<file path="src/design/dsseq_pkg.sv">
`timescale 1ns / 1ps
// ----------------------------------------------------------------------------
// dsseq_pkg
// Types, register indexes, codes and half-step phase tables shared by the
// dual stepper sequencer.
// ----------------------------------------------------------------------------
package dsseq_pkg;

    // Shortest step period in ticks; smaller programmed periods are raised to it
    localparam logic [15:0] MIN_PERIOD = 16'd2;

    // Configuration register indexes
    localparam logic [2:0] REG_MOTOR_ENABLE = 3'd0;
    localparam logic [2:0] REG_DIR_ZERO     = 3'd1;
    localparam logic [2:0] REG_DIR_ONE      = 3'd2;
    localparam logic [2:0] REG_REVOLUTIONS  = 3'd3;
    localparam logic [2:0] REG_STEP_PERIOD  = 3'd4;

    localparam int CFG_IDX_W  = 3;
    localparam int CFG_DATA_W = 16;

    // Input action codes
    localparam logic ACT_TICK  = 1'b0;
    localparam logic ACT_START = 1'b1;

    // Direction codes
    localparam logic DIR_CW  = 1'b0;
    localparam logic DIR_CCW = 1'b1;

    // End-of-travel codes
    typedef logic [1:0] t_end;
    localparam t_end END_NONE = 2'd0;
    localparam t_end END_CW   = 2'd1;
    localparam t_end END_CCW  = 2'd2;

    // Coil drive, bit3 A .. bit0 D
    typedef logic [3:0] t_coils;
    localparam t_coils COILS_OFF = 4'h0;

    typedef struct packed {
        logic action;
        logic limit_cw_zero;
        logic limit_ccw_zero;
        logic limit_cw_one;
        logic limit_ccw_one;
    } t_in_item;

    typedef struct packed {
        t_coils coils_zero;
        t_coils coils_one;
        t_end   end_zero;
        t_end   end_one;
        logic   busy_res;
        logic   done_res;
        logic   bad_mask;
    } t_out_item;

    typedef struct packed {
        logic [7:0]  motor_enable;
        logic        dir_zero;
        logic        dir_one;
        logic [15:0] revolutions;
        logic [15:0] step_period_ms;
    } t_cfg;

    // Half-step table entry for a direction and step index
    function automatic t_coils phase_lookup(input logic dir, input logic [2:0] idx);
        t_coils cw;
        t_coils ccw;
        case (idx)
            3'd0: begin cw = 4'h9; ccw = 4'h8; end
            3'd1: begin cw = 4'h1; ccw = 4'hC; end
            3'd2: begin cw = 4'h3; ccw = 4'h4; end
            3'd3: begin cw = 4'h2; ccw = 4'h6; end
            3'd4: begin cw = 4'h6; ccw = 4'h2; end
            3'd5: begin cw = 4'h4; ccw = 4'h3; end
            3'd6: begin cw = 4'hC; ccw = 4'h1; end
            3'd7: begin cw = 4'h8; ccw = 4'h9; end
            default: begin cw = COILS_OFF; ccw = COILS_OFF; end
        endcase
        return (dir == DIR_CCW) ? ccw : cw;
    endfunction

    // Active-low limit switch for the direction of travel
    function automatic t_end end_lookup(input logic dir, input logic lim_cw,
                                        input logic lim_ccw);
        if (dir == DIR_CW) begin
            return lim_cw ? END_NONE : END_CW;
        end
        return lim_ccw ? END_NONE : END_CCW;
    endfunction

endpackage

</file>
<file path="src/design/dsseq_in_if.sv">
`timescale 1ns / 1ps
// ----------------------------------------------------------------------------
// dsseq_in_if
// Valid/ready channel carrying one sequencer input item.
// ----------------------------------------------------------------------------
interface dsseq_in_if import dsseq_pkg::*; ();
    logic     valid;
    logic     ready;
    t_in_item data;

    modport source (output valid, output data, input ready);
    modport sink   (input valid, input data, output ready);
endinterface

</file>
<file path="src/design/dsseq_out_if.sv">
`timescale 1ns / 1ps
// ----------------------------------------------------------------------------
// dsseq_out_if
// Valid/ready channel carrying one sequencer result item.
// ----------------------------------------------------------------------------
interface dsseq_out_if import dsseq_pkg::*; ();
    logic      valid;
    logic      ready;
    t_out_item data;

    modport source (output valid, output data, input ready);
    modport sink   (input valid, input data, output ready);
endinterface

</file>
<file path="src/design/dsseq_cfg.sv">
`timescale 1ns / 1ps
// ----------------------------------------------------------------------------
// dsseq_cfg
// Configuration register file, write-only, one register per index.
// ----------------------------------------------------------------------------
module dsseq_cfg import dsseq_pkg::*; (
    input  logic                  i_clk,
    input  logic                  i_rst_n,
    input  logic                  i_cfg_we,
    input  logic [CFG_IDX_W-1:0]  i_cfg_idx,
    input  logic [CFG_DATA_W-1:0] i_cfg_data,
    output t_cfg                  o_cfg
);

    t_cfg r_cfg;

    // Register writes; unknown indexes are dropped
    always_ff @(posedge i_clk) begin
        if (!i_rst_n) begin
            r_cfg <= '0;
        end else if (i_cfg_we) begin
            case (i_cfg_idx)
                REG_MOTOR_ENABLE: r_cfg.motor_enable   <= i_cfg_data[7:0];
                REG_DIR_ZERO:     r_cfg.dir_zero       <= i_cfg_data[0];
                REG_DIR_ONE:      r_cfg.dir_one        <= i_cfg_data[0];
                REG_REVOLUTIONS:  r_cfg.revolutions    <= i_cfg_data;
                REG_STEP_PERIOD:  r_cfg.step_period_ms <= i_cfg_data;
                default: begin
                end
            endcase
        end
    end

    assign o_cfg = r_cfg;

endmodule

</file>
<file path="src/design/dsseq_core.sv">
`timescale 1ns / 1ps
// ----------------------------------------------------------------------------
// dsseq_core
// Run state and step logic. On each fired item it computes the next state
// and the matching result in one pass.
// ----------------------------------------------------------------------------
module dsseq_core import dsseq_pkg::*; (
    input  logic      i_clk,
    input  logic      i_rst_n,
    input  logic      i_fire,
    input  t_in_item  i_item,
    input  t_cfg      i_cfg,
    output t_out_item o_res
);

    logic        r_running, n_running;
    logic [2:0]  r_step_idx, n_step_idx;
    logic [15:0] r_rev_cnt, n_rev_cnt;
    logic [15:0] r_wait_cnt, n_wait_cnt;
    t_coils      r_coils0, n_coils0;
    t_coils      r_coils1, n_coils1;
    t_end        r_end0, n_end0;
    t_end        r_end1, n_end1;
    logic [1:0]  r_run_mask, n_run_mask;
    logic        r_run_dir0, n_run_dir0;
    logic        r_run_dir1, n_run_dir1;
    logic [15:0] r_run_period, n_run_period;

    logic        w_done;
    logic        w_bad;
    logic        w_step;
    logic [2:0]  w_idx;
    logic [1:0]  w_mask;
    logic        w_dir0;
    logic        w_dir1;
    logic [15:0] w_period;
    logic [15:0] w_clamped;
    logic [15:0] w_wait_dec;
    logic        w_stop;

    assign w_clamped = (i_cfg.step_period_ms < MIN_PERIOD) ? MIN_PERIOD
                                                          : i_cfg.step_period_ms;

    // Next-state logic
    always_comb begin
        n_running    = r_running;
        n_step_idx   = r_step_idx;
        n_rev_cnt    = r_rev_cnt;
        n_wait_cnt   = r_wait_cnt;
        n_coils0     = r_coils0;
        n_coils1     = r_coils1;
        n_end0       = r_end0;
        n_end1       = r_end1;
        n_run_mask   = r_run_mask;
        n_run_dir0   = r_run_dir0;
        n_run_dir1   = r_run_dir1;
        n_run_period = r_run_period;
        w_done       = 1'b0;
        w_bad        = 1'b0;
        w_step       = 1'b0;
        w_idx        = r_step_idx;
        w_mask       = r_run_mask;
        w_dir0       = r_run_dir0;
        w_dir1       = r_run_dir1;
        w_period     = r_run_period;
        w_wait_dec   = (r_wait_cnt != 16'd0) ? (r_wait_cnt - 16'd1) : 16'd0;
        w_stop       = 1'b0;

        if (i_item.action == ACT_START) begin
            // Start: ignored while a run is active
            if (!r_running) begin
                if (|i_cfg.motor_enable[7:2]) begin
                    w_bad = 1'b1;
                end else begin
                    n_run_mask   = i_cfg.motor_enable[1:0];
                    n_run_dir0   = i_cfg.dir_zero;
                    n_run_dir1   = i_cfg.dir_one;
                    n_run_period = w_clamped;
                    n_end0       = END_NONE;
                    n_end1       = END_NONE;
                    n_step_idx   = 3'd0;
                    n_rev_cnt    = i_cfg.revolutions;
                    if (i_cfg.revolutions == 16'd0) begin
                        n_coils0  = COILS_OFF;
                        n_coils1  = COILS_OFF;
                        n_running = 1'b0;
                        w_done    = 1'b1;
                    end else begin
                        n_running = 1'b1;
                        w_step    = 1'b1;
                        w_idx     = 3'd0;
                        w_mask    = i_cfg.motor_enable[1:0];
                        w_dir0    = i_cfg.dir_zero;
                        w_dir1    = i_cfg.dir_one;
                        w_period  = w_clamped;
                    end
                end
            end
        end else if (r_running) begin
            // Tick: count down, then advance one half step
            n_wait_cnt = w_wait_dec;
            if (w_wait_dec == 16'd0) begin
                w_idx      = r_step_idx + 3'd1;
                n_step_idx = w_idx;
                n_rev_cnt  = (w_idx == 3'd0) ? (r_rev_cnt - 16'd1) : r_rev_cnt;
                if (n_rev_cnt == 16'd0) begin
                    n_coils0  = COILS_OFF;
                    n_coils1  = COILS_OFF;
                    n_running = 1'b0;
                    w_done    = 1'b1;
                end else begin
                    w_step = 1'b1;
                end
            end
        end

        // Step: sample limits, drive phases, check for early stop
        if (w_step) begin
            if (w_mask[0]) begin
                n_end0 = end_lookup(w_dir0, i_item.limit_cw_zero, i_item.limit_ccw_zero);
                if (n_end0 == END_NONE) begin
                    n_coils0 = phase_lookup(w_dir0, w_idx);
                end
            end
            if (w_mask[1]) begin
                n_end1 = end_lookup(w_dir1, i_item.limit_cw_one, i_item.limit_ccw_one);
                if (n_end1 == END_NONE) begin
                    n_coils1 = phase_lookup(w_dir1, w_idx);
                end
            end
            w_stop = ((w_mask == 2'd1) && (n_end0 != END_NONE)) ||
                     ((w_mask == 2'd2) && (n_end1 != END_NONE)) ||
                     ((w_mask == 2'd3) && (n_end0 != END_NONE) && (n_end1 != END_NONE));
            if (w_stop) begin
                n_coils0  = COILS_OFF;
                n_coils1  = COILS_OFF;
                n_running = 1'b0;
                w_done    = 1'b1;
            end else begin
                n_wait_cnt = w_period;
            end
        end
    end

    // State registers
    always_ff @(posedge i_clk) begin
        if (!i_rst_n) begin
            r_running    <= 1'b0;
            r_step_idx   <= 3'd0;
            r_rev_cnt    <= 16'd0;
            r_wait_cnt   <= 16'd0;
            r_coils0     <= COILS_OFF;
            r_coils1     <= COILS_OFF;
            r_end0       <= END_NONE;
            r_end1       <= END_NONE;
            r_run_mask   <= 2'd0;
            r_run_dir0   <= DIR_CW;
            r_run_dir1   <= DIR_CW;
            r_run_period <= MIN_PERIOD;
        end else if (i_fire) begin
            r_running    <= n_running;
            r_step_idx   <= n_step_idx;
            r_rev_cnt    <= n_rev_cnt;
            r_wait_cnt   <= n_wait_cnt;
            r_coils0     <= n_coils0;
            r_coils1     <= n_coils1;
            r_end0       <= n_end0;
            r_end1       <= n_end1;
            r_run_mask   <= n_run_mask;
            r_run_dir0   <= n_run_dir0;
            r_run_dir1   <= n_run_dir1;
            r_run_period <= n_run_period;
        end
    end

    // Result reflects the state after this item
    always_comb begin
        o_res.coils_zero = n_coils0;
        o_res.coils_one  = n_coils1;
        o_res.end_zero   = n_end0;
        o_res.end_one    = n_end1;
        o_res.busy_res   = n_running;
        o_res.done_res   = w_done;
        o_res.bad_mask   = w_bad;
    end

endmodule

</file>
<file path="src/design/dual_stepper_half_step_sequencer.sv">
`timescale 1ns / 1ps
// ----------------------------------------------------------------------------
// dual_stepper_half_step_sequencer
// Half-step sequencer for two four-coil steppers, paced by tick items.
//
//   Channel  Dir  Handshake      Contents
//   i_in     in   valid/ready    action, four active-low limit switches
//   o_out    out  valid/ready    coils, end codes, busy, done, bad mask
//   i_cfg_*  in   write enable   register index and 16-bit write data
//
// One item per cycle sustained while the output is not stalled; each result
// passes through two registers (input register, then result register).
// While a result waits, the input register can still take one item; then
// the input stalls. Reset is synchronous, active low; all coils off, no run.
// A stalled output holds its result and backs up into the input register.
// ----------------------------------------------------------------------------
module dual_stepper_half_step_sequencer import dsseq_pkg::*; (
    input  logic                  i_clk,
    input  logic                  i_rst_n,
    dsseq_in_if.sink              i_in,
    dsseq_out_if.source           o_out,
    input  logic                  i_cfg_we,
    input  logic [CFG_IDX_W-1:0]  i_cfg_idx,
    input  logic [CFG_DATA_W-1:0] i_cfg_data
);

    logic      r_in_vld;
    t_in_item  r_in;
    logic      r_out_vld;
    t_out_item r_out;

    logic      w_adv;
    logic      w_fire;
    t_cfg      w_cfg;
    t_out_item w_res;

    assign w_adv      = !r_out_vld || o_out.ready;
    assign w_fire     = r_in_vld && w_adv;
    assign i_in.ready = !r_in_vld || w_adv;

    dsseq_cfg u_cfg (
        .i_clk      (i_clk),
        .i_rst_n    (i_rst_n),
        .i_cfg_we   (i_cfg_we),
        .i_cfg_idx  (i_cfg_idx),
        .i_cfg_data (i_cfg_data),
        .o_cfg      (w_cfg)
    );

    dsseq_core u_core (
        .i_clk   (i_clk),
        .i_rst_n (i_rst_n),
        .i_fire  (w_fire),
        .i_item  (r_in),
        .i_cfg   (w_cfg),
        .o_res   (w_res)
    );

    // Input register
    always_ff @(posedge i_clk) begin
        if (!i_rst_n) begin
            r_in_vld <= 1'b0;
        end else if (i_in.ready) begin
            r_in_vld <= i_in.valid;
        end
    end

    always_ff @(posedge i_clk) begin
        if (i_in.valid && i_in.ready) begin
            r_in <= i_in.data;
        end
    end

    // Result register
    always_ff @(posedge i_clk) begin
        if (!i_rst_n) begin
            r_out_vld <= 1'b0;
        end else if (w_adv) begin
            r_out_vld <= r_in_vld;
        end
    end

    always_ff @(posedge i_clk) begin
        if (w_fire) begin
            r_out <= w_res;
        end
    end

    assign o_out.valid = r_out_vld;
    assign o_out.data  = r_out;

endmodule

</file>
<file path="src/flat_wrapper.sv">
// flat-port wrapper written by rule: the top's interface ports become plain ports
module dual_stepper_half_step_sequencer_flat import dsseq_pkg::*;
  (i_clk, i_rst_n, i_cfg_we, i_cfg_idx, i_cfg_data, i_in_valid, i_in_data, i_in_ready, o_out_valid, o_out_data, o_out_ready);
  dsseq_in_if i_in_i ();
  dsseq_out_if o_out_i ();
  input  logic i_clk;
  input  logic i_rst_n;
  input  logic i_cfg_we;
  input  logic [CFG_IDX_W-1:0] i_cfg_idx;
  input  logic [CFG_DATA_W-1:0] i_cfg_data;
  input wire logic [$bits(i_in_i.valid)-1:0] i_in_valid;
  input wire logic [$bits(i_in_i.data)-1:0] i_in_data;
  output wire logic [$bits(i_in_i.ready)-1:0] i_in_ready;
  output wire logic [$bits(o_out_i.valid)-1:0] o_out_valid;
  output wire logic [$bits(o_out_i.data)-1:0] o_out_data;
  input wire logic [$bits(o_out_i.ready)-1:0] o_out_ready;
  assign i_in_i.valid = i_in_valid;
  assign i_in_i.data = i_in_data;
  assign i_in_ready = i_in_i.ready;
  assign o_out_valid = o_out_i.valid;
  assign o_out_data = o_out_i.data;
  assign o_out_i.ready = o_out_ready;
  dual_stepper_half_step_sequencer u_core (.i_clk(i_clk), .i_rst_n(i_rst_n), .i_in(i_in_i), .o_out(o_out_i), .i_cfg_we(i_cfg_we), .i_cfg_idx(i_cfg_idx), .i_cfg_data(i_cfg_data));
endmodule
</file>
<file path="config.mk">
export PLATFORM = sky130hd
export DESIGN_NAME = dual_stepper_half_step_sequencer_flat
export DESIGN_NICKNAME = d
export VERILOG_FILES = /design/src/design/dsseq_pkg.sv /design/src/design/dsseq_in_if.sv /design/src/design/dsseq_out_if.sv /design/src/design/dsseq_cfg.sv /design/src/design/dsseq_core.sv /design/src/design/dual_stepper_half_step_sequencer.sv /design/src/flat_wrapper.sv
export SDC_FILE = /design/constraint.sdc
export NUM_CORES = 1
export LEC_CHECK = 0
export BUFFER_PORTS_ARGS = -buffer_cell sky130_fd_sc_hd__buf_2
export CORE_ASPECT_RATIO = 1.75
export CORE_UTILIZATION = 46
export CTS_BUF_LIST = sky130_fd_sc_hd__clkbuf_4
export DETAILED_ROUTE_END_ITERATION = 8
export GPL_TIMING_DRIVEN = 0
export PLACE_DENSITY_LB_ADDON = 0.3
export SLEW_MARGIN = 20
export SYNTH_ARGS = -nofsm -noshare
export SYNTH_HDL_FRONTEND = slang
export SYNTH_SLANG_ARGS = --single-unit
</file>
<file path="constraint.sdc">
create_clock -name i_clk -period 3.5 [get_ports i_clk]
set_clock_uncertainty 0.2 [all_clocks]
set_input_delay 0.7 -clock i_clk [delete_from_list [all_inputs] [get_ports i_clk]]
set_output_delay 0.7 -clock i_clk [all_outputs]
set_load 0.05 [all_outputs]
</file>
# After elaboration in Yosys (flattened, before gate mapping)
# Memories as Yosys holds them, arrays and structs flattened.
# Index checks and enable logic that the tools add are counted.
# classes
add_sub_neg,3
order_cmp,1
n_eq_ne,10
muxes,114
bitwise_logic,3
reduce_logical,34
# op_table
cell,count
two-way mux 16 bit,16
two-way mux 4 bit,24
two-way mux 2 bit,26
logical NOT 16 bit,3
two-way mux 1 bit,39
"subtractor 16 x 1 -> 16 bit, second input constant",2
two-way mux 3 bit,9
"< comparator 16 x 2 -> 1 bit, second input constant",1
nonzero test 16 bit,1
AND reduction 2 bit,5
nonzero test 2 bit,4
"equality test 3 x 2 -> 1 bit, second input constant",2
logical AND 1 bit,6
logical NOT 3 bit,2
"!= test 2 bit, second input constant",3
OR reduction 6 bit,1
AND reduction 5 bit,1
"equality test 2 bit, second input constant",2
logical NOT 2 bit,2
logical OR 1 bit,4
AND reduction 4 bit,1
"adder 3 x 1 -> 3 bit, second input constant",1
"equality test 3 x 1 -> 1 bit, second input constant",1
"equality test 3 bit, second input constant",1
other kinds (5),8
# word_totals
register_bits,132
romBits,128
inputBits,29
out_inout_bits,17
word_cells,198
n_memories,2
# memory_table
memory,words,word_bits,read_ports,rd_clocked_by_memory_dff,write_ports,line,rtl
(name not given),8,8,1,0,0,dsseq_pkg.sv:70,case (idx)
(name not given),8,8,1,0,0,dsseq_pkg.sv:70,

# Depth between registers and ports, before layout
# Gate-level depths: netlist of the first run.
# logic_depth
ltp_word,20
ltp_mapped,13
ltp_nobuf,10

# Cells and area by module
# A second synthesis of the first run with hierarchy kept.
# unflattened
hier_cells,838
hier_area_um2,7363.3
# modules_own_cells
module,n_inst,cells_per_inst,area_each_um2,seq_area_each_um2
dsseq_core,1,651,5066.1,1361.3
dsseq_cfg,1,158,1592.8,840.8
dual_stepper_half_step_sequencer,1,29,704.4,640.6

# Least setup slack after synthesis of the first run
# No wires, ideal clock.
# synth_timing
path_kind,register -> register
start,register u_core.u_core.r_step_idx[1]
end,"register u_core.r_out (netlist bit u_core.o_out.data[9]), data pin"
setup_ns,0.256
arrival_ns,3.095
required_ns,3.044
setup_slack_ns,-0.051
stages_incl_launch_ff,13
path_buffers,2
synth_period_minus_slack_ns,3.551
cell_sequence,dfxtp_1 -> ha_1 -> ha_1 -> buf_2 -> nor4b_2 -> and2_1 -> a21oi_1 -> or4_1 -> or2_2 -> clkbuf_1 -> a21oi_2 -> nor2_1 -> a22o_1
# synth_between
elab_chain_cells,12
elab_cells_between_ends,24
classes_between,add/sub: 1; mux: 20; reduce/logical: 2; memory: 1
# synth_rtl
item,line,rtl
"start, declared",dsseq_core.sv:17,"logic [2:0] r_step_idx, n_step_idx;"
"start signal, assigned",dsseq_core.sv:162,r_step_idx <= n_step_idx;
adder 3 x 1 -> 3 bit,dsseq_core.sv:103,w_idx = r_step_idx + 3'd1;
logical NOT 3 bit,dsseq_core.sv:105,n_rev_cnt = (w_idx == 3'd0) ? (r_rev_cnt - 16'd1) : r_rev_cnt;
two-way mux 16 bit,dsseq_core.sv:105,
logical NOT 16 bit,dsseq_core.sv:106,if (n_rev_cnt == 16'd0) begin
two-way mux 4 bit,dsseq_core.sv:106,
two-way mux 4 bit,dsseq_core.sv:102,if (w_wait_dec == 16'd0) begin
two-way mux 4 bit,dsseq_core.sv:99,end else if (r_running) begin
two-way mux 4 bit,dsseq_core.sv:69,if (i_item.action == ACT_START) begin
two-way mux 4 bit,dsseq_core.sv:127,if (n_end1 == END_NONE) begin
two-way mux 4 bit,dsseq_core.sv:125,if (w_mask[1]) begin
two-way mux 4 bit,dsseq_core.sv:134,if (w_stop) begin
two-way mux 4 bit *,dsseq_core.sv:118,if (w_step) begin
via u_core.u_core.n_coils1[2],dsseq_core.sv:21,"t_coils r_coils1, n_coils1;"
"end signal, assigned",dual_stepper_half_step_sequencer.sv:85,r_out <= w_res;
"end, declared",dual_stepper_half_step_sequencer.sv:30,t_out_item r_out;
# The timed path passes the listed nets; every way through them passes the cells marked *.
# A chain may end at the register's enable or synchronous reset.

# Worst setup path after layout of the first run
# layout_timing
start,register u_core.u_core.r_wait_cnt[4]
end,"register u_core.r_out (netlist bit u_core.o_out.data[8]), data pin"
# layout_between
elab_chain_cells,12
elab_cells_between_ends,19
classes_between,add/sub: 1; mux: 15; reduce/logical: 2; memory: 1
# layout_rtl
item,line,rtl
"start, declared",dsseq_core.sv:19,"logic [15:0] r_wait_cnt, n_wait_cnt;"
"start signal, assigned",dsseq_core.sv:164,r_wait_cnt <= n_wait_cnt;
subtractor 16 x 1 -> 16 bit / nonzero test 16 bit (equally long branches),dsseq_core.sv:66,w_wait_dec = (r_wait_cnt != 16'd0) ? (r_wait_cnt - 16'd1) : 16'd0;
two-way mux 16 bit *,dsseq_core.sv:66,
logical NOT 16 bit *,dsseq_core.sv:102,
two-way mux 3 bit (2 in series),--,
two-way mux 3 bit,dsseq_core.sv:69,
memory read (8 x 8 bit),--,
two-way mux 4 bit,dsseq_pkg.sv:81,return (dir == DIR_CCW) ? ccw : cw;
two-way mux 4 bit,dsseq_core.sv:127,
two-way mux 4 bit,dsseq_core.sv:125,
two-way mux 4 bit,dsseq_core.sv:134,
two-way mux 4 bit *,dsseq_core.sv:118,
via u_core.u_core.n_coils1[1],dsseq_core.sv:21,
# Marked as above.

==> results.md, run 1 <==
- Status: complete, but fails checks
- Failing checks: design-rule violations, negative setup slack
- CTS tree: yes
- Switching part of the total power: 34.1%
- Die X: 97.9 um
- First-pass GRT wire length: 36,200 um
- Vias in the first global route: 6,841
- DR DRC count: 4
- Max Slew Vio Count: 0
- Final setup margin: -32.9 ps
- Gr usage total: 28.2%
- Io pins: 46
- Sw power: 1.08 mW
- Static leakage: 3.04 nW
- FF/Latch Area: 0.00286 mm^2
- Sequential cell area fraction in the yosys report: 38.4%
- Tmin final: 3530 ps
- Clock Latency Late Sink: 570 ps
- Inst Count DP: 1,191
- CP peak stage delay: 540 ps
- I/O Buffers: 44
- FFs w/ async S/R, synth: 0%
- Max transition margin: 35.3%
- Initial antenna violation count: 1
- RSZ-0062 raised after global routing: yes
- TritonCTS Buffers: 17
- DRT Pass-1 Iters: 7
- Post-synth EDFFs: 20
- Post-DP HPWL: 17,300 um
- CP max FO: 8
- Mapped Area: 0.00740 mm^2
- Slowest cell on crit path: or4_4
- Area grow syn2layout: 16.0%
- Vias post-DR: 7,463
- Commonest non-fill, non-tap cell in the layout: nand2_1
- Initial DRC Count: 568
- Clk buf depth: 2
- Synthesized flop and latch total: 132
- Die ar.: 0.0166 mm^2
- Worst Path Arrival: 3670 ps
- Final WL: 23,500 um
- Area of the multi-input gates: 0.00451 mm^2
- Largest net degree at the start of global routing: 25
- Total Nets Final: 1,063
- FMAX: 0.283 GHz
- Peak VDD IR: 0.275 mV
- Synth Instances: 958
- Final hold vios: 0
- R2R depth: 10
- Initial Utilization: 46.9%
- Share of post-route cells with drive strength above 1: 18.9%
- Actual slew at the worst max-slew pin: 968 ps
- Clock root buffer: clkbuf_4
- Hold Buf Count CTS: 0
- Unique masters post-synth: 76
- Syn. warnings: 0
- Most frequent cells in the layout: nand2_1 (208), dfxtp_1 (101), a21oi_1 (100), nor2_1 (61), buf_2 (47)
- Worst setup SP type: flop
- Clk pwr share: 29.9%
- Syn avg cell area: 7.73 um^2
- Mapped Nets: 991
- DP Worst Slack: -727 ps
- Row count: 61
- GR Overflow Total: 0
- Main synth FF type: dfxtp_1
- WP data required: 3630 ps
- DR WL/cell: 19.1 um
- Clock transition at the registers of the reported paths: 140 ps
- Crit Path Category: reg2reg
- GPL Wtd Cong: 0.955
- Detail Route Antenna Nets: 0
- Worst Setup End Kind: flop
- Sequential share of power: 50.8%
- Logic pwr share: 19.3%
- Crit Reg-Reg Endpoint: u_core.o_out.data[8]
- Fin crit share: 101%
- Crit path cell chain: or4_4 -> buf_6 -> or4_4 -> xor2_4 -> nand4_1 -> a21oi_4 -> buf_6 -> mux4_2 -> nor4b_1 -> a21o_1
- # H-tree levels: 4
- Register-to-register path setup slack: -30 ps
- CTS Sinks: 132
- Power Dens Cells: 368 mW/mm^2
- Setup violators final: 1
- Worst setup path start: u_core.u_core.r_wait_cnt[4]
- Vias per cell: 6.06
- Max_cap viols: 0
- Die Ht: 170 um
- Internal power: 2.08 mW
- Non-filler cells, final: 1,232
- Hold WC Path Type: in2reg
- Fillers: 1,536
- R2r startpoint: u_core.u_core.r_wait_cnt[4]
- CP Capture Point: u_core.o_out.data[8]
- Core Area: 0.0158 mm^2
layer usage:
layer | vias to the layer above | global-route usage (%) | wire (um)
met5 | - | 0 | 0
met4 | 0 | 22.3 | 1780
met3 | 91 | 3.49 | 998
met2 | 260 | 49.9 | 11900
met1 | 3514 | 30.0 | 8840
li1 | 3598 | - | -
cell usage after synthesis (4+ instances only):
library cell,number,area (um^2)
nand2_1,210,788
dfxtp_1,112,2240
a21oi_1,102,510
nor2_1,63,236
clkbuf_1,57,214
o21ai_0,43,215
mux2i_1,26,260
nand3_1,24,120
edfxtp_1,20,601
nor3_1,20,100
nand2b_1,19,119
nor4_1,19,119
inv_1,17,63.8
a22o_1,16,140
and3_1,11,68.8
o31ai_1,11,82.6
a211oi_1,10,75.1
a31oi_1,10,62.6
and2_1,9,56.3
or4_1,9,67.6
nand4_1,8,50.1
o211ai_1,8,60.1
or2_2,7,43.8
o22ai_1,6,37.5
or3_1,6,37.5
a22oi_1,5,37.5
buf_2,5,25.0
nor2b_1,5,31.3
o21ai_1,5,25.0
o2bb2ai_1,5,43.8
a21o_1,4,30.0
a31o_2,4,35.0
ha_1,4,50.1
o21a_1,4,30.0
final cells by class:
type / count / area share, %
timing repair buffer: 66 / 4.82
inverter: 17 / 0.743
buffer: 55 / 2.91
multi-input combinational: 741 / 52.6
antenna: 1 / 0.0291
tap: 189 / 2.75
clock inverter: 14 / 1.36
sequential: 132 / 33.3
clock buffer: 17 / 1.49
what timing repair did:
item / in CTS / in global routing
pin swaps: 8 / 19
endpoints found under the hold margin: 0 / 0
endpoints found under the setup margin: 62 / 47
buffers inserted: 9 / 12
gates cloned: 0 / 2
gates resized for setup: 45 / 53
power by group through the flow:
stage	Combinational (mW)	Sequential [mW]	Clock [mW]
2_1_floorplan	0.327	1.65	0
3_3_place_gp	0.506	1.63	0
3_5_place_dp	0.508	1.63	0
4_1_cts	0.555	1.60	0.964
5_1_grt	0.646	1.61	1.02
6_report	0.610	1.60	0.943
worst max-delay path, delay by kind of cell (launching register included):
family | cells | cell delay (ps)
simple gates | 4 | 1410
compound gates | 2 | 480
flops | 1 | 400
mux | 1 | 320
buf+inv | 2 | 300
xor+xnor | 1 | 190
registers in the layout (all words and copies together), names as in the netlist, 3 cells and up:
name,count
u_core.o_out.data,15
u_core.r_in,5
u_core.u_cfg.o_cfg,42
u_core.u_core.r_coils0,4
u_core.u_core.r_coils1,4
u_core.u_core.r_rev_cnt,16
u_core.u_core.r_run_period,16
u_core.u_core.r_step_idx,3
u_core.u_core.r_wait_cnt,16
kinds of logic after synthesis:
logic type / share of synthesized area [%]
AOI/OAI and AO/OA: 24.1
xor gates and xnor gates: 0.473
adders and majority gates: 0.676
buffers and inverters: 4.78
DFF: 38.4
muxes: 4.58
and+or+nand+nor: 26.9
worst min-delay path by stage:
stage                                         from                        endpoint  slack (ps)  cells past startpoint
finish                                i_in_data[1]                  u_core.r_in[1]         120                      1
CTS                                   i_in_data[3]                  u_core.r_in[3]          90                      1
global placement    u_core.u_core.r_run_period[10]  u_core.u_core.r_run_period[10]         240                      2
detailed placement   u_core.u_core.r_run_period[8]   u_core.u_core.r_run_period[8]         240                      2
global route                          i_in_data[2]                  u_core.r_in[2]         100                      1
floorplan           u_core.u_core.r_run_period[10]  u_core.u_core.r_run_period[10]         230                      2
through the flow:
stage          util (%)  TNS [ps]  hold slack [ps]  power, mW  area (um^2)
2_1_floorplan         -         0              231       1.98         7410
3_3_place_gp       49.8    -28660              237       2.14         7870
3_5_place_dp       49.8    -27290              242       2.14         7870
4_1_cts            52.7     -36.9             88.0       3.12         8330
5_1_grt            54.4      -452              101       3.28         8590
6_report           54.4     -32.9              118       3.16         8590
(Power assumes the default switching activity.)
==> run 2: changes to the inputs <==
- CORE_UTILIZATION: 46 -> 66
- clock period: 3.5 -> 4.6 ns (I/O delays scaled with it)
==> results.md, run 2 (synthesis results as in run 1) <==
- Die ar.: 0.0117 mm^2
- R2r startpoint: u_core.u_core.r_step_idx[1]
- Clk buf depth: 2
- DRT Pass-1 Iters: 5
- R2R depth: 12
- Min Hold Slack: 260 ps
- Post-Route Utilization: 74.4%
- CTS tree: yes
- Total Nets Final: 1,054
- Crit Reg-Reg Endpoint: u_core.o_out.data[11]
- DR WL/cell: 18.8 um
- Sw power: 0.796 mW
- Area grow syn2layout: 8.82%
- Setup violators final: 0
- Status: complete, no violations
- DP Worst Slack: 298 ps
- Post-DP HPWL: 16,300 um
- Tmin final: 4440 ps
- # H-tree levels: 4
- Worst Hold End: u_core.u_core.r_run_period[14]
- Gr usage total: 40.0%
- Sequential share of power: 50.9%
- Largest net degree at the start of global routing: 25
- Final hold vios: 0
- Hold Crit Start: u_core.u_core.r_run_period[14]
- Clk pwr share: 32.6%
- Hold Crit Depth: 2
- Vias in the first global route: 7,270
- CP max FO: 10
- Die X: 82.1 um
- Worst Setup End Kind: flop
- Met3 wire length: 1460 um
- Row count: 50
- Initial antenna violation count: 1
- Setup TNS: 0 ps
- Peak VDD IR: 0.241 mV
- Hold Buf Count CTS: 0
- Post-CTS setup buffers: 0
- CTS Sinks: 132
- Most frequent cells in the layout: nand2_1 (210), dfxtp_1 (112), a21oi_1 (102), nor2_1 (63), clkbuf_1 (56)
- Actual slew at the worst max-slew pin: 995 ps
- Crit Path Category: reg2reg
- Post_cts resized: 0
- Initial DRC Count: 766
- Max FFs per register: 42
- Final setup margin: 160 ps
- Hold WC Path Type: reg2reg
- DR DRC count: 0
- Clock Latency Late Sink: 570 ps
- Vias per cell: 6.58
- Io pins: 46
- Logic pwr share: 16.4%
- Worst Path Arrival: 4560 ps
- Detail Route Antenna Nets: 0
- RSZ-0062 raised after global routing: no
- Max transition margin: 33.0%
- Final WL: 21,900 um
- Met2 routed WL: 10,800 um
- GR Overflow Total: 0
- Internal power: 1.59 mW
- First-pass GRT wire length: 35,200 um
- Met1 WL: 7970 um
- Max Slew Vio Count: 0
- Static leakage: 2.91 nW
- Top Layer Used: met4
- Switching part of the total power: 33.3%
- I/O Buffers: 44
- Clock transition at the registers of the reported paths: 120 ps
- Fin crit share: 96.5%
- Commonest non-fill, non-tap cell in the layout: nand2_1
- Die Ht: 142 um
- Share of post-route cells with drive strength above 1: 11.4%
- GPL Wtd Cong: 0.993
- Register-to-register path setup slack: 160 ps
- TritonCTS Buffers: 17
- Max_cap viols: 0
- WP data required: 4720 ps
- FMAX: 0.225 GHz
- Clock root buffer: clkbuf_4
- Core Area: 0.0108 mm^2
- Worst setup SP type: flop
- Initial Utilization: 68.4%
- Vias post-DR: 7,655
- Power Dens Cells: 296 mW/mm^2
-- run 2: changes by cell type in the layout (fill, tap and decap cells not counted), sizes merged --
cell	previous run	this run
clkinv	4	3
or4	12	11
clkbuf	66	76
bufinv	0	1
buf	72	54
-- run 2: per-stage QoR --
stage	cells	cell area, um^2	total power [mW]
after floorplan	958	7400	1.50
after global placement	1132	7780	1.62
after detailed placement	1132	7790	1.62
after CTS	1163	8050	2.37
after global routing	1164	8060	2.47
final	1164	8060	2.39
-- run 2: layout make-up --
cell class	count	area, um^2
timing repair buffer	44	220
multi-input combinational	740	4210
clock buffer	17	128
sequential	132	2840
antenna	1	2.50
buffer	69	292
clock inverter	14	139
tap	130	163
fill	902	2770
inverter	17	63.8
-- run 2: per-layer routing --
layer	vias to the layer above	GRT usage, %
li1	3597	-
met1	3521	42.9
met2	421	66.8
met3	116	7.44
met4	0	31.1
met5	-	0
-- run 2: worst max path at each step --
| stage | start | end | depth (start not counted) |
|---|---|---|---|
| 5_1_grt | u_core.u_core.r_step_idx[1] | u_core.o_out.data[11] | 12 |
| 3_5_place_dp | u_core.u_core.r_step_idx[1] | u_core.o_out.data[11] | 12 |
| 6_report | u_core.u_core.r_step_idx[1] | u_core.o_out.data[11] | 12 |
| 2_1_floorplan | u_core.u_core.r_step_idx[1] | u_core.o_out.data[9] | 12 |
| 4_1_cts | u_core.u_core.r_step_idx[1] | u_core.o_out.data[11] | 12 |
| 3_3_place_gp | u_core.u_core.r_step_idx[1] | u_core.o_out.data[11] | 12 |
-- run 2: worst max-delay path, cell delays in order (launching register included) --
cell and delay [ps]:
dfxtp_1 460, ha_1 210, ha_1 140, buf_2 190, nor4b_2 660, and2_1 230
a21oi_1 60, or4_1 670, or2_2 340, clkbuf_1 160, a21oi_2 500, nor4_1 190
a21o_1 190
-- run 2: power groups by stage --
stage | logic, mW | clock network (mW) | registers, mW
final | 0.392 | 0.779 | 1.22
after global routing | 0.423 | 0.832 | 1.22
after CTS | 0.381 | 0.775 | 1.22
after detailed placement | 0.379 | 0 | 1.24
after global placement | 0.375 | 0 | 1.24
after floorplan | 0.249 | 0 | 1.25
==> run 3: changes to the inputs <==
--- a/config.mk
+++ b/config.mk
@@ -12,5 +12,5 @@
 export DETAILED_ROUTE_END_ITERATION = 8
 export GPL_TIMING_DRIVEN = 0
-export PLACE_DENSITY_LB_ADDON = 0.3
+export PLACE_DENSITY = 0.82
 export SLEW_MARGIN = 20
 export SYNTH_ARGS = -nofsm -noshare
--- a/constraint.sdc
+++ b/constraint.sdc
@@ -3,3 +3,3 @@
 set_input_delay 0.92 -clock i_clk [delete_from_list [all_inputs] [get_ports i_clk]]
 set_output_delay 0.92 -clock i_clk [all_outputs]
-set_load 0.05 [all_outputs]
+set_load 0.02 [all_outputs]
==> results.md, run 3 (synthesis results as in run 1) <==
- Commonest non-fill, non-tap cell in the layout: nand2_1
- TritonCTS Buffers: 17
- CTS tree: yes
- Die ar.: 0.0117 mm^2
- Clk buf depth: 2
- RSZ-0062 raised after global routing: no
- Static leakage: 2.92 nW
- Met1 WL: 8190 um
- Area grow syn2layout: 9.40%
- Max_cap viols: 0
- Met2 routed WL: 10,600 um
- Detail Route Antenna Nets: 0
- Clock Latency Late Sink: 580 ps
- Max Slew Vio Count: 0
- Top Layer Used: met4
- Met3 wire length: 1350 um
- Setup violators final: 0
- Vias per cell: 6.47
- Worst Path Arrival: 4530 ps
- Gr usage total: 39.3%
- Crit Path Category: reg2reg
- # H-tree levels: 4
- Core Area: 0.0108 mm^2
- Actual slew at the worst max-slew pin: 962 ps
- Die Ht: 142 um
- FMAX: 0.228 GHz
- Final Instance Area: 0.00810 mm^2
- WP data required: 4750 ps
- Final setup margin: 213 ps
- GR Overflow Total: 0
- Max FFs per register: 42
- DP Area: 0.00779 mm^2
- Vias in the first global route: 6,993
- Final hold vios: 0
- Most frequent cells in the layout: nand2_1 (210), dfxtp_1 (112), a21oi_1 (102), nor2_1 (63), clkbuf_1 (56)
- Post_cts resized: 0
- DR WL/cell: 18.8 um
- Hold WC Path Type: reg2reg
- Post-CTS setup buffers: 0
- Status: complete, no violations
- GPL Wtd Cong: 0.983
- Vias post-DR: 7,540
- Clock transition at the registers of the reported paths: 140 ps
- Die X: 82.1 um
- Initial DRC Count: 596
- Row count: 50
- First-pass GRT wire length: 34,400 um
- Worst setup SP type: flop
- Post-DP HPWL: 16,300 um
- Worst Setup End Kind: flop
- Fin crit share: 95.4%
- CTS Sinks: 132
- Power Dens Cells: 301 mW/mm^2
- Max transition margin: 35.2%
- Largest net degree at the start of global routing: 25
- DRT Pass-1 Iters: 9
- Clock root buffer: clkbuf_4
- Initial antenna violation count: 1
- DP Worst Slack: 291 ps
- Total Nets Final: 1,054
- Io pins: 46
- Hold Buf Count CTS: 0
- Final WL: 21,900 um
- Tmin final: 4390 ps
- Peak VDD IR: 0.265 mV
- DR DRC count: 0
- Initial Utilization: 68.4%
- CP max FO: 10
- Share of post-route cells with drive strength above 1: 11.5%
- I/O Buffers: 44
- Setup TNS: 0 ps
==> run 3: where the power goes <==
group	leakage (nW)	switching (mW)	internal, mW	total (mW)
logic	1.66	0.261	0.117	0.377
clock network	0.165	0.537	0.305	0.842
registers	1.10	0.0227	1.19	1.22
==> run 3: final cells by class <==
cell class | count | area (um^2)
clock inverter | 15 | 181
sequential | 132 | 2840
tap | 130 | 163
buffer | 69 | 292
clock buffer | 17 | 128
inverter | 17 | 63.8
antenna | 1 | 2.50
multi-input combinational | 740 | 4210
fill | 889 | 2730
timing repair buffer | 44 | 220
==> run 3: final timing paths <==
kind	from	end	slack [ps]	depth (start not counted)
setup / recovery	u_core.u_core.r_step_idx[1]	u_core.o_out.data[11]	210	12
hold reg to reg	u_core.u_core.r_run_period[3]	u_core.u_core.r_run_period[3]	260	2
hold / removal	u_core.u_core.r_run_period[3]	u_core.u_core.r_run_period[3]	260	2
setup reg to reg	u_core.u_core.r_step_idx[1]	u_core.o_out.data[11]	210	12
==> run 3: metrics by stage <==
| stage | hold slack (ps) | utilization, % | instances | total power, mW |
|---|---|---|---|---|
| 2_1_floorplan | 231 | - | 958 | 1.49 |
| 3_3_place_gp | 237 | 71.9 | 1132 | 1.60 |
| 3_5_place_dp | 245 | 71.9 | 1132 | 1.61 |
| 4_1_cts | 262 | 74.8 | 1164 | 2.43 |
| 5_1_grt | 286 | 74.8 | 1165 | 2.51 |
| 6_report | 262 | 74.8 | 1165 | 2.44 |
==> run 3: per-layer routing <==
layer  track usage (%)  up-vias
met3              7.56      120
met5             0.476        -
met2              65.0      364
met4              30.5        0
li1                  -     3590
met1              42.6     3466
==> run 3: worst max-delay path, cell delays in order (launching register included) <==
cell and delay (ps):
dfxtp_1 460, ha_1 200, ha_1 150, buf_2 190, nor4b_2 650, and2_1 220
a21oi_1 50, or4_1 670, or2_2 340, clkbuf_1 170, a21oi_2 480, nor4_1 190
a21o_1 180
